File: src/hw/rtl/lmfsw_pkg.sv
// ----------------------------------------------------------------------------
// lmfsw_pkg
// Shared types and constants of the two-wire LED matrix frame writer.
// ----------------------------------------------------------------------------
package lmfsw_pkg;

    localparam int CFG_INDEX_W = 8;
    localparam int CFG_DATA_W  = 8;

    localparam logic [CFG_INDEX_W-1:0] REG_ADDRESS_COMMAND    = 8'd0;
    localparam logic [CFG_INDEX_W-1:0] REG_BRIGHTNESS_COMMAND = 8'd1;

    localparam logic [CFG_DATA_W-1:0] ADDRESS_RESET    = 8'hC0;
    localparam logic [CFG_DATA_W-1:0] BRIGHTNESS_RESET = 8'h8A;

    // A run never returns more pin writes than this
    localparam int MAX_RESULTS = 60;
    localparam int RUN_CNT_W   = 6;

    // Line levels right after one pin write, plus the last-of-run mark
    typedef struct packed {
        logic clock;
        logic data;
        logic last;
    } pin_write_t;

endpackage

File: src/hw/rtl/lmfsw_seq.sv
// ----------------------------------------------------------------------------
// lmfsw_seq
// Pin write sequencer: one bus write per cycle while wr_ready is high, for the byte it holds.
// ----------------------------------------------------------------------------
module lmfsw_seq
(
    input  logic                  clk,
    input  logic                  rst_n,
    input  logic                  in_valid,
    output logic                  in_ready,
    input  logic [7:0]            in_byte,
    input  logic                  in_first,
    input  logic                  in_last,
    input  logic [7:0]            address_command,
    input  logic [7:0]            brightness_command,
    output logic                  wr_valid,
    input  logic                  wr_ready,
    output lmfsw_pkg::pin_write_t wr
);

    typedef enum logic [2:0] {
        PH_START,
        PH_ADDR,
        PH_DATA,
        PH_STOP1,
        PH_START2,
        PH_BRIGHT,
        PH_STOP2
    } phase_t;

    localparam logic [lmfsw_pkg::RUN_CNT_W-1:0] CNT_CAP =
        lmfsw_pkg::RUN_CNT_W'(lmfsw_pkg::MAX_RESULTS - 1);

    logic                              busy_reg;
    phase_t                            phase_reg;
    phase_t                            phase_next;
    logic [1:0]                        sub_reg;
    logic [2:0]                        bit_reg;
    logic [lmfsw_pkg::RUN_CNT_W-1:0]   count_reg;
    logic [7:0]                        byte_reg;
    logic                              last_reg;
    logic                              clk_pin_reg;
    logic                              dat_pin_reg;

    logic       cond_phase;
    logic [7:0] cur_value;
    logic       set_clock;
    logic       level;
    logic       seg_end;
    logic       natural_final;
    logic       cap_hit;
    logic       final_step;
    logic       advance;
    logic       accept;

    always_comb
    begin
        cond_phase = 1'b0;
        cur_value  = byte_reg;
        phase_next = PH_START;
        set_clock  = (sub_reg != 2'd1);
        level      = (sub_reg == 2'd1) ? cur_value[bit_reg] : (sub_reg == 2'd2);
        unique case (phase_reg)
            PH_START, PH_START2:
            begin
                cond_phase = 1'b1;
                set_clock  = ~sub_reg[0];
                level      = sub_reg[0] ^ sub_reg[1];
                phase_next = (phase_reg == PH_START) ? PH_ADDR : PH_BRIGHT;
            end
            PH_STOP1, PH_STOP2:
            begin
                cond_phase = 1'b1;
                set_clock  = ~sub_reg[0];
                level      = sub_reg[1];
                phase_next = (phase_reg == PH_STOP1) ? PH_START2 : PH_START;
            end
            PH_ADDR:
            begin
                cur_value  = address_command;
                level      = (sub_reg == 2'd1) ? cur_value[bit_reg] : (sub_reg == 2'd2);
                phase_next = PH_DATA;
            end
            PH_BRIGHT:
            begin
                cur_value  = brightness_command;
                level      = (sub_reg == 2'd1) ? cur_value[bit_reg] : (sub_reg == 2'd2);
                phase_next = PH_STOP2;
            end
            PH_DATA:
            begin
                phase_next = PH_STOP1;
            end
            default:
            begin
                phase_next = PH_START;
            end
        endcase
    end

    assign seg_end       = cond_phase ? (sub_reg == 2'd3)
                                      : ((sub_reg == 2'd2) && (bit_reg == 3'd7));
    assign natural_final = seg_end && (((phase_reg == PH_DATA) && !last_reg)
                                       || (phase_reg == PH_STOP2));
    assign cap_hit       = (count_reg == CNT_CAP);
    assign final_step    = natural_final || cap_hit;

    assign wr_valid  = busy_reg;
    assign advance   = busy_reg && wr_ready;
    assign in_ready  = !busy_reg || (advance && final_step);
    assign accept    = in_valid && in_ready;

    assign wr.clock = set_clock ? level : clk_pin_reg;
    assign wr.data  = set_clock ? dat_pin_reg : level;
    assign wr.last  = final_step;

    always_ff @(posedge clk or negedge rst_n)
    begin
        if (!rst_n)
        begin
            busy_reg    <= 1'b0;
            phase_reg   <= PH_START;
            sub_reg     <= 2'd0;
            bit_reg     <= 3'd0;
            count_reg   <= '0;
            byte_reg    <= 8'd0;
            last_reg    <= 1'b0;
            clk_pin_reg <= 1'b0;
            dat_pin_reg <= 1'b0;
        end
        else
        begin
            // Pins follow every issued write
            if (advance)
            begin
                if (cap_hit && !natural_final)
                begin
                    // Dropped tail of a capped run ends in a stop: both lines high
                    clk_pin_reg <= 1'b1;
                    dat_pin_reg <= 1'b1;
                end
                else if (set_clock)
                begin
                    clk_pin_reg <= level;
                end
                else
                begin
                    dat_pin_reg <= level;
                end
            end

            if (accept)
            begin
                busy_reg  <= 1'b1;
                phase_reg <= in_first ? PH_START : PH_DATA;
                sub_reg   <= 2'd0;
                bit_reg   <= 3'd0;
                count_reg <= '0;
                byte_reg  <= in_byte;
                last_reg  <= in_last;
            end
            else if (advance && final_step)
            begin
                busy_reg <= 1'b0;
            end
            else if (advance)
            begin
                count_reg <= count_reg + 1'b1;
                if (seg_end)
                begin
                    phase_reg <= phase_next;
                    sub_reg   <= 2'd0;
                    bit_reg   <= 3'd0;
                end
                else if (!cond_phase && (sub_reg == 2'd2))
                begin
                    sub_reg <= 2'd0;
                    bit_reg <= bit_reg + 1'b1;
                end
                else
                begin
                    sub_reg <= sub_reg + 1'b1;
                end
            end
        end
    end

endmodule

File: src/hw/rtl/lmfsw_out.sv
// ----------------------------------------------------------------------------
// lmfsw_out
// Result register between the sequencer and the output channel.
// ----------------------------------------------------------------------------
module lmfsw_out
(
    input  logic                  clk,
    input  logic                  rst_n,
    input  logic                  wr_valid,
    output logic                  wr_ready,
    input  lmfsw_pkg::pin_write_t wr,
    output logic                  out_valid,
    input  logic                  out_ready,
    output lmfsw_pkg::pin_write_t out_wr
);

    logic                  valid_reg;
    lmfsw_pkg::pin_write_t data_reg;

    assign wr_ready  = !valid_reg || out_ready;
    assign out_valid = valid_reg;
    assign out_wr    = data_reg;

    always_ff @(posedge clk or negedge rst_n)
    begin
        if (!rst_n)
        begin
            valid_reg <= 1'b0;
        end
        else if (wr_ready)
        begin
            valid_reg <= wr_valid;
        end
    end

    always_ff @(posedge clk)
    begin
        if (wr_ready && wr_valid)
        begin
            data_reg <= wr;
        end
    end

endmodule

File: src/hw/rtl/led_matrix_frame_serial_writer_core.sv
// ----------------------------------------------------------------------------
// led_matrix_frame_serial_writer_core
// Frames display bytes into the pin writes of a two-wire LED driver bus.
// ----------------------------------------------------------------------------
// Each accepted display byte becomes a run of pin writes, one result per
// cycle unless stalled, each giving the clock and data levels right after
// that write. A middle byte of the frame gives 24 writes (8 bits, three
// writes per bit, LSB first). The first byte of a frame adds a start and the
// address command (52 writes); the last byte adds stop, start, brightness
// command and stop (60 writes). With a one-byte frame the run is cut after
// 60 writes, the 60th marked last_of_run, while the lines still end as after
// the full run. The sequencer issues the writes; the next byte is taken in
// the cycle the previous run's final write is issued, and a result register
// lets that happen while the output side stalls if the register is empty.
// Write address_command and brightness_command only between runs.
module led_matrix_frame_serial_writer_core
#(
    parameter int FRAME_BYTES = 16
)
(
    input  logic                              clk,
    input  logic                              rst_n,
    // byte request channel
    input  logic                              in_valid,
    output logic                              in_ready,
    input  logic [7:0]                        display_byte,
    // pin write channel
    output logic                              out_valid,
    input  logic                              out_ready,
    output logic                              clock_level,
    output logic                              data_level,
    output logic                              last_of_run,
    // configuration
    input  logic                              cfg_we,
    input  logic [lmfsw_pkg::CFG_INDEX_W-1:0] cfg_index,
    input  logic [lmfsw_pkg::CFG_DATA_W-1:0]  cfg_data
);

    localparam int POS_W = (FRAME_BYTES > 1) ? $clog2(FRAME_BYTES) : 1;
    localparam logic [POS_W-1:0] POS_LAST = POS_W'(FRAME_BYTES - 1);

    logic [POS_W-1:0]              pos_reg;
    logic [7:0]                    address_reg;
    logic [7:0]                    brightness_reg;
    logic                          seq_in_ready;
    logic                          first_byte;
    logic                          last_byte;
    logic                          wr_valid;
    logic                          wr_ready;
    lmfsw_pkg::pin_write_t         wr;
    lmfsw_pkg::pin_write_t         out_wr;

    // Frame position decides whether the framing commands wrap this byte
    assign first_byte = (pos_reg == '0);
    assign last_byte  = (pos_reg == POS_LAST);
    assign in_ready   = seq_in_ready;

    // Advance the frame position on every accepted request, wrap after the last
    always_ff @(posedge clk or negedge rst_n)
    begin
        if (!rst_n)
        begin
            pos_reg <= '0;
        end
        else if (in_valid && seq_in_ready)
        begin
            pos_reg <= last_byte ? '0 : pos_reg + 1'b1;
        end
    end

    // Command registers; drop writes to any other index
    always_ff @(posedge clk or negedge rst_n)
    begin
        if (!rst_n)
        begin
            address_reg    <= lmfsw_pkg::ADDRESS_RESET;
            brightness_reg <= lmfsw_pkg::BRIGHTNESS_RESET;
        end
        else if (cfg_we)
        begin
            if (cfg_index == lmfsw_pkg::REG_ADDRESS_COMMAND)
            begin
                address_reg <= cfg_data;
            end
            else if (cfg_index == lmfsw_pkg::REG_BRIGHTNESS_COMMAND)
            begin
                brightness_reg <= cfg_data;
            end
        end
    end

    lmfsw_seq u_seq
    (
        .clk                (clk),
        .rst_n              (rst_n),
        .in_valid           (in_valid),
        .in_ready           (seq_in_ready),
        .in_byte            (display_byte),
        .in_first           (first_byte),
        .in_last            (last_byte),
        .address_command    (address_reg),
        .brightness_command (brightness_reg),
        .wr_valid           (wr_valid),
        .wr_ready           (wr_ready),
        .wr                 (wr)
    );

    // Hold each write until the output side takes it
    lmfsw_out u_out
    (
        .clk       (clk),
        .rst_n     (rst_n),
        .wr_valid  (wr_valid),
        .wr_ready  (wr_ready),
        .wr        (wr),
        .out_valid (out_valid),
        .out_ready (out_ready),
        .out_wr    (out_wr)
    );

    assign clock_level = out_wr.clock;
    assign data_level  = out_wr.data;
    assign last_of_run = out_wr.last;

endmodule

File: config.mk
export PLATFORM = sky130hd
export DESIGN_NAME = led_matrix_frame_serial_writer_core
export DESIGN_NICKNAME = d
export VERILOG_FILES = /design/src/hw/rtl/lmfsw_pkg.sv /design/src/hw/rtl/lmfsw_seq.sv /design/src/hw/rtl/lmfsw_out.sv /design/src/hw/rtl/led_matrix_frame_serial_writer_core.sv
export SDC_FILE = /design/constraint.sdc
export NUM_CORES = 1
export LEC_CHECK = 0
export ABC_AREA = 0
export BUFFER_PORTS_ARGS = -buffer_cell sky130_fd_sc_hd__buf_2
export CORE_MARGIN = 1
export CORE_UTILIZATION = 50
export CTS_BUF_LIST = sky130_fd_sc_hd__clkbuf_4
export DETAILED_ROUTE_END_ITERATION = 10
export PLACE_DENSITY = 0.76
export SLEW_MARGIN = 10
export SYNTH_ARGS = -nofsm -noshare
export SYNTH_HDL_FRONTEND = slang
export SYNTH_SLANG_ARGS = --single-unit
File: constraint.sdc
create_clock -name clk -period 6.28 [get_ports clk]
set_input_delay 0.628 -clock clk [delete_from_list [all_inputs] [get_ports clk]]
set_output_delay 0.628 -clock clk [all_outputs]
set_load 0.02 [all_outputs]
=== Word level (Yosys, flattened, before mapping) ===
Index checks and enable logic that the tools add are counted.

* Register bits after elaboration: 50
* Input bits: 29
* Output and inout bits: 5
* Word-level logic and storage cells: 112

* Add/sub/neg operators: 4
* Magnitude comparators: 1
* Eq/ne operators: 15
* Mux-type cells: 41
* Bitwise logic cells: 3
* Reduce and logical (&&, ||, !) cells: 32

{| class="wikitable"
|+ Operators by type and width
! kind !! number
|-
| 2-to-1 mux 3 bit || 11
|-
| 2-to-1 mux 6 bit || 3
|-
| 2-to-1 mux 1 bit || 15
|-
| one-hot mux 3 bit (5 select lines) || 1
|-
| equality test 3 bit, second input constant || 4
|-
| 2-to-1 mux 2 bit || 6
|-
| binary-select mux 1 bit (select 3 bit) || 3
|-
| AND reduction 3 bit || 3
|-
| equality test 8 x 1 -> 1 bit, second input constant || 1
|-
| logical AND 1 bit || 8
|-
| logical NOT 8 bit || 1
|-
| adder 6 x 1 -> 6 bit, second input constant || 1
|-
| equality test 3 x 2 -> 1 bit, second input constant || 2
|-
| equality test 6 bit, second input constant || 1
|-
| nonzero test 2 bit || 3
|-
| logical NOT 1 bit || 5
|-
| adder 4 x 1 -> 4 bit, second input constant || 1
|-
| equality test 2 bit, second input constant || 2
|-
| equality test 4 bit, second input constant || 1
|-
| logical NOT 4 bit || 1
|-
| logical OR 1 bit || 4
|-
| < comparator 3 x 4 -> 1 bit, second input constant || 1
|-
| 2-to-1 mux 4 bit || 1
|-
| inequality test 2 x 1 -> 1 bit, second input constant || 2
|-
| other kinds (12) || 15
|}

=== Longest topological paths before layout ===
* Word-level depth: 11
* Gate-level depth with buffers: 8
* Gate-level depth less buffers: 7

=== Cells and area by module ===
A second synthesis with hierarchy kept.

* Cells, all modules: 229
* Area total of the unflattened synthesis: 2,822.7 µm²

{| class="wikitable"
|+ Modules (own cells, without submodules)
! module !! instances !! cells each !! area an instance (µm²) !! sequential area each (µm²)
|-
| lmfsw_seq || 1 || 164 || 1,799.2 || 650.6
|-
| led_matrix_frame_serial_writer_core || 1 || 58 || 879.6 || 506.7
|-
| lmfsw_out || 1 || 7 || 143.9 || 115.1
|}

=== Least setup slack after synthesis ===
Ideal clock, no wire load.

* Kind: register to output
* From: register u_seq.bit_reg[1]
* To: output in_ready
* Data arrival time: 1.515 ns
* Data required time: 5.652 ns
* Path slack: 4.137 ns
* Cell stages (with the launch flop): 7
* Path buffers: 0
* Path through: dfrtp_1 ha_1 ha_1 nand4bb_1 a211o_1 nand2_1 a21o_1

{| class="wikitable"
|+ RTL lines
! what !! RTL line !! RTL
|-
| start, declared || lmfsw_seq.sv:38 || <nowiki>logic [2:0] bit_reg;</nowiki>
|-
| start signal, assigned || lmfsw_seq.sv:178 || <nowiki>bit_reg <= bit_reg + 1'b1;</nowiki>
|-
| end, declared || led_matrix_frame_serial_writer_core.sv:25 || <nowiki>output logic in_ready,</nowiki>
|}

==> impl_metrics.yaml <==
synth:
  synth_seq_cells: 50
  synth-edff-count: 3
  ys_types: 49
  synthXorXnorAreaFrac_pct: 1.99
  ys_seq_area_share_pct: 47.2
  synth-simple-area-share_pct: 11.8
  synth_fa_ha_area_share_pct: 3.71
  netlist_area_um2: 2700
  synth_mux_area_share_pct: 19.4
  ys_async_sr_fraction_pct: 94.0
  synth_compound_area_share_pct: 11.7
  ys.flop_type: "dfrtp_1"
  syn-num-nets: 267
  synth_top_family_by_area: "multiplexers"
  synth_top_area_share_pct: 39.0
  syn_inst: 230
  yosys-top-cells-area: "dfrtp_1 (39%), mux2_2 (10%), mux2i_1 (5.9%), dfstp_2 (4.9%), ha_1 (3.7%)"
  yosys_warnings: 0
  synth.avg_cell_area_um2: 11.7
  synth_area_leader_cell: "dfrtp_1"
power:
  total_power_uw: 1130
  p_sw_share_pct: 38.6
  p_leak_uw: 0.00132
  power_frac_comb_pct: 38.8
  p_clk_share_pct: 13.2
  seqPwrFrac_pct: 48.1
  p_int_uw: 691
  power_density_nw_per_um2: 383
  switching_power_uw: 435
  ir_worst_vdd_mv: 0.197
routing:
  num_vias: 1847
  drt-initial-drc-count: 63
  dr.pass1.iters: 4
  avgViaCountPerCell: 5.56
  wl_per_cell_um: 14.5
  ant_nets: 0
  drt-total-wl_um: 4830
  drcViolationCount: 0
cts:
  holdBufCountCts: 0
  cts_resized: 0
  cts.sinks: 50
  cts_tree: "built"
  insertion_delay_ps: 360
  cts_root_buf: "clkbuf_4"
  post-cts-setup-buffer-count: 0
  clkTransAtPathRegs_ps: 140
  cts_htree_levels: 2
  numCtsBuffers: 5
  ctsLongestPathBuffers: 2
layout:
  fin_nets: 298
  area_growth_pct: 8.91
  drive_above_1_share_pct: 31.3
  antennaDiodeCount: 0
  mostFrequentLayoutCells: "dfrtp_1 (42), buf_2 (33), mux2_2 (25)"
  layout_commonest_cell: "dfrtp_1"
  fill_cells: 489
  instances_no_fill: 332
  postLayoutCellArea_um2: 2940
timing:
  rsz0062_at_grt: "no"
  fmax_mhz: 320
  tns_ps: 0
  post-route-period-util_pct: 49.8
  clock_skew_ps: 5.39
  worst_slew_pin_slew_ps: 1050
  final_max_slew_viol_count: 0
  finalHoldViolations: 0
  period_needed_ps: 3130
  slew_headroom_pct: 30.2
  setup_violations: 0
critical_path:
  rrSetupSlack_ps: 3290
  rr_endpoint: "u_seq.byte_reg[4]"
  critPathLaunchType: "flip-flop"
  rr_startpoint: "u_seq.bit_reg[0]"
  crit_type: "flip-flop to output port"
  cp.arrival_ps: 2500
  reg2reg_depth: 6
  cp_max_fo: 15
  setup.worst_path.end_class: "output port"
  required_ps: 5650
global_route:
  antenna_found_initial: 0
  grt_start_max_net_pins: 48
  globalRouteTotalUtil_pct: 19.0
  grt_pass1_vias: 1737
  grt_pass1_wl_um: 8020
  overflow: 0
job:
  max_cap_violations: 0
place:
  dp_cells: 324
  io_buffers: 33
  gp_congestion: 0.780
  placedInstanceArea_um2: 2880
  hpwlAfterDp_um: 3410
floorplan:
  chipWidth_um: 75.5
  initial_utilization_pct: 52.5
  row_count: 26
  die-area_um2: 5690
  core_area_um2: 5140
  io_pins: 34
  die_h_um: 75.5
min_path:
  hold_class: "input pin to asynchronous set/reset pin"
run_status:
  status: "finished, final reports clean"
power by group through the flow:
stage | registers (uW) | logic, uW | clock network [uW]
floorplan | 498 | 398 | 0
global placement | 544 | 418 | 0
detailed placement | 548 | 433 | 0
CTS | 541 | 437 | 155
global route | 558 | 490 | 167
finish | 541 | 436 | 149
how the worst max path moves through the flow:
stage | slack [ps] | endpoint | startpoint
2_1_floorplan | 4140 | in_ready | u_seq.bit_reg[1]
4_1_cts | 3130 | in_ready | u_seq.bit_reg[0]
3_5_place_dp | 3310 | u_seq.byte_reg[4] | u_seq.bit_reg[0]
5_1_grt | 3000 | in_ready | u_seq.bit_reg[0]
6_report | 3150 | in_ready | u_seq.bit_reg[0]
3_3_place_gp | 3340 | u_seq.byte_reg[2] | u_seq.bit_reg[0]
layout make-up:
class	count	area, um2	share of cell area [%]
Clock inverter	2	13.8	0.468
Clock buffer	6	45.0	1.53
Tap cell	70	87.6	2.98
Sequential cell	50	1270	43.3
Timing Repair Buffer	33	165	5.62
Inverter	11	41.3	1.41
Multi-Input combinational cell	160	1310	44.7
critical path, stage by stage (launching register included):
cell,delay [ps]
dfrtp_1,800
ha_1,260
ha_1,150
nand4bb_1,120
a211o_1,380
nand2_1,120
a21o_1,140
buf_2,160
routing by layer:
| layer | up-vias | GRT usage, % | routed length, um |
|---|---|---|---|
| met5 | - | 0 | 0 |
| met4 | 0 | 8.02 | 78 |
| met3 | 7 | 3.57 | 137 |
| met2 | 40 | 30.2 | 2250 |
| met1 | 887 | 25.8 | 2360 |
| li1 | 913 | - | - |
synth_stat cells, types with 3 or more instances:
| cell | n |
|---|---|
| o21ai_0 | 12 |
| buf_6 | 4 |
| dfrtp_1 | 42 |
| mux2i_1 | 16 |
| edfxtp_1 | 3 |
| ha_1 | 8 |
| dfstp_2 | 5 |
| nand2_1 | 12 |
| a31oi_1 | 3 |
| or3_1 | 3 |
| nand3_1 | 9 |
| mux4_2 | 3 |
| a32oi_1 | 3 |
| mux2_2 | 25 |
| nor3_1 | 3 |
| a21oi_1 | 13 |
| nor2_1 | 10 |
| inv_1 | 11 |
| buf_2 | 3 |
| o31ai_1 | 4 |
through the flow:
step	hold slack, ps	utilization (%)	setup slack [ps]
floorplan	332	-	4140
global placement	490	56.0	3340
detailed placement	495	56.0	3310
CTS	448	57.2	3130
global route	451	57.2	3000
finish	416	57.2	3150
cell families (layout without fill, tap and decap cells):
| logic type | Yosys count | count (layout) |
|---|---|---|
| DFF | 50 | 50 |
| muxes | 45 | 45 |
| xor gates and xnor gates | 4 | 4 |
| buffers and inverters | 20 | 52 |
| adders and majority gates | 8 | 8 |
| AOI/OAI and AO/OA | 46 | 46 |
| and+or+nand+nor | 57 | 57 |
(Power assumes the default switching activity.)
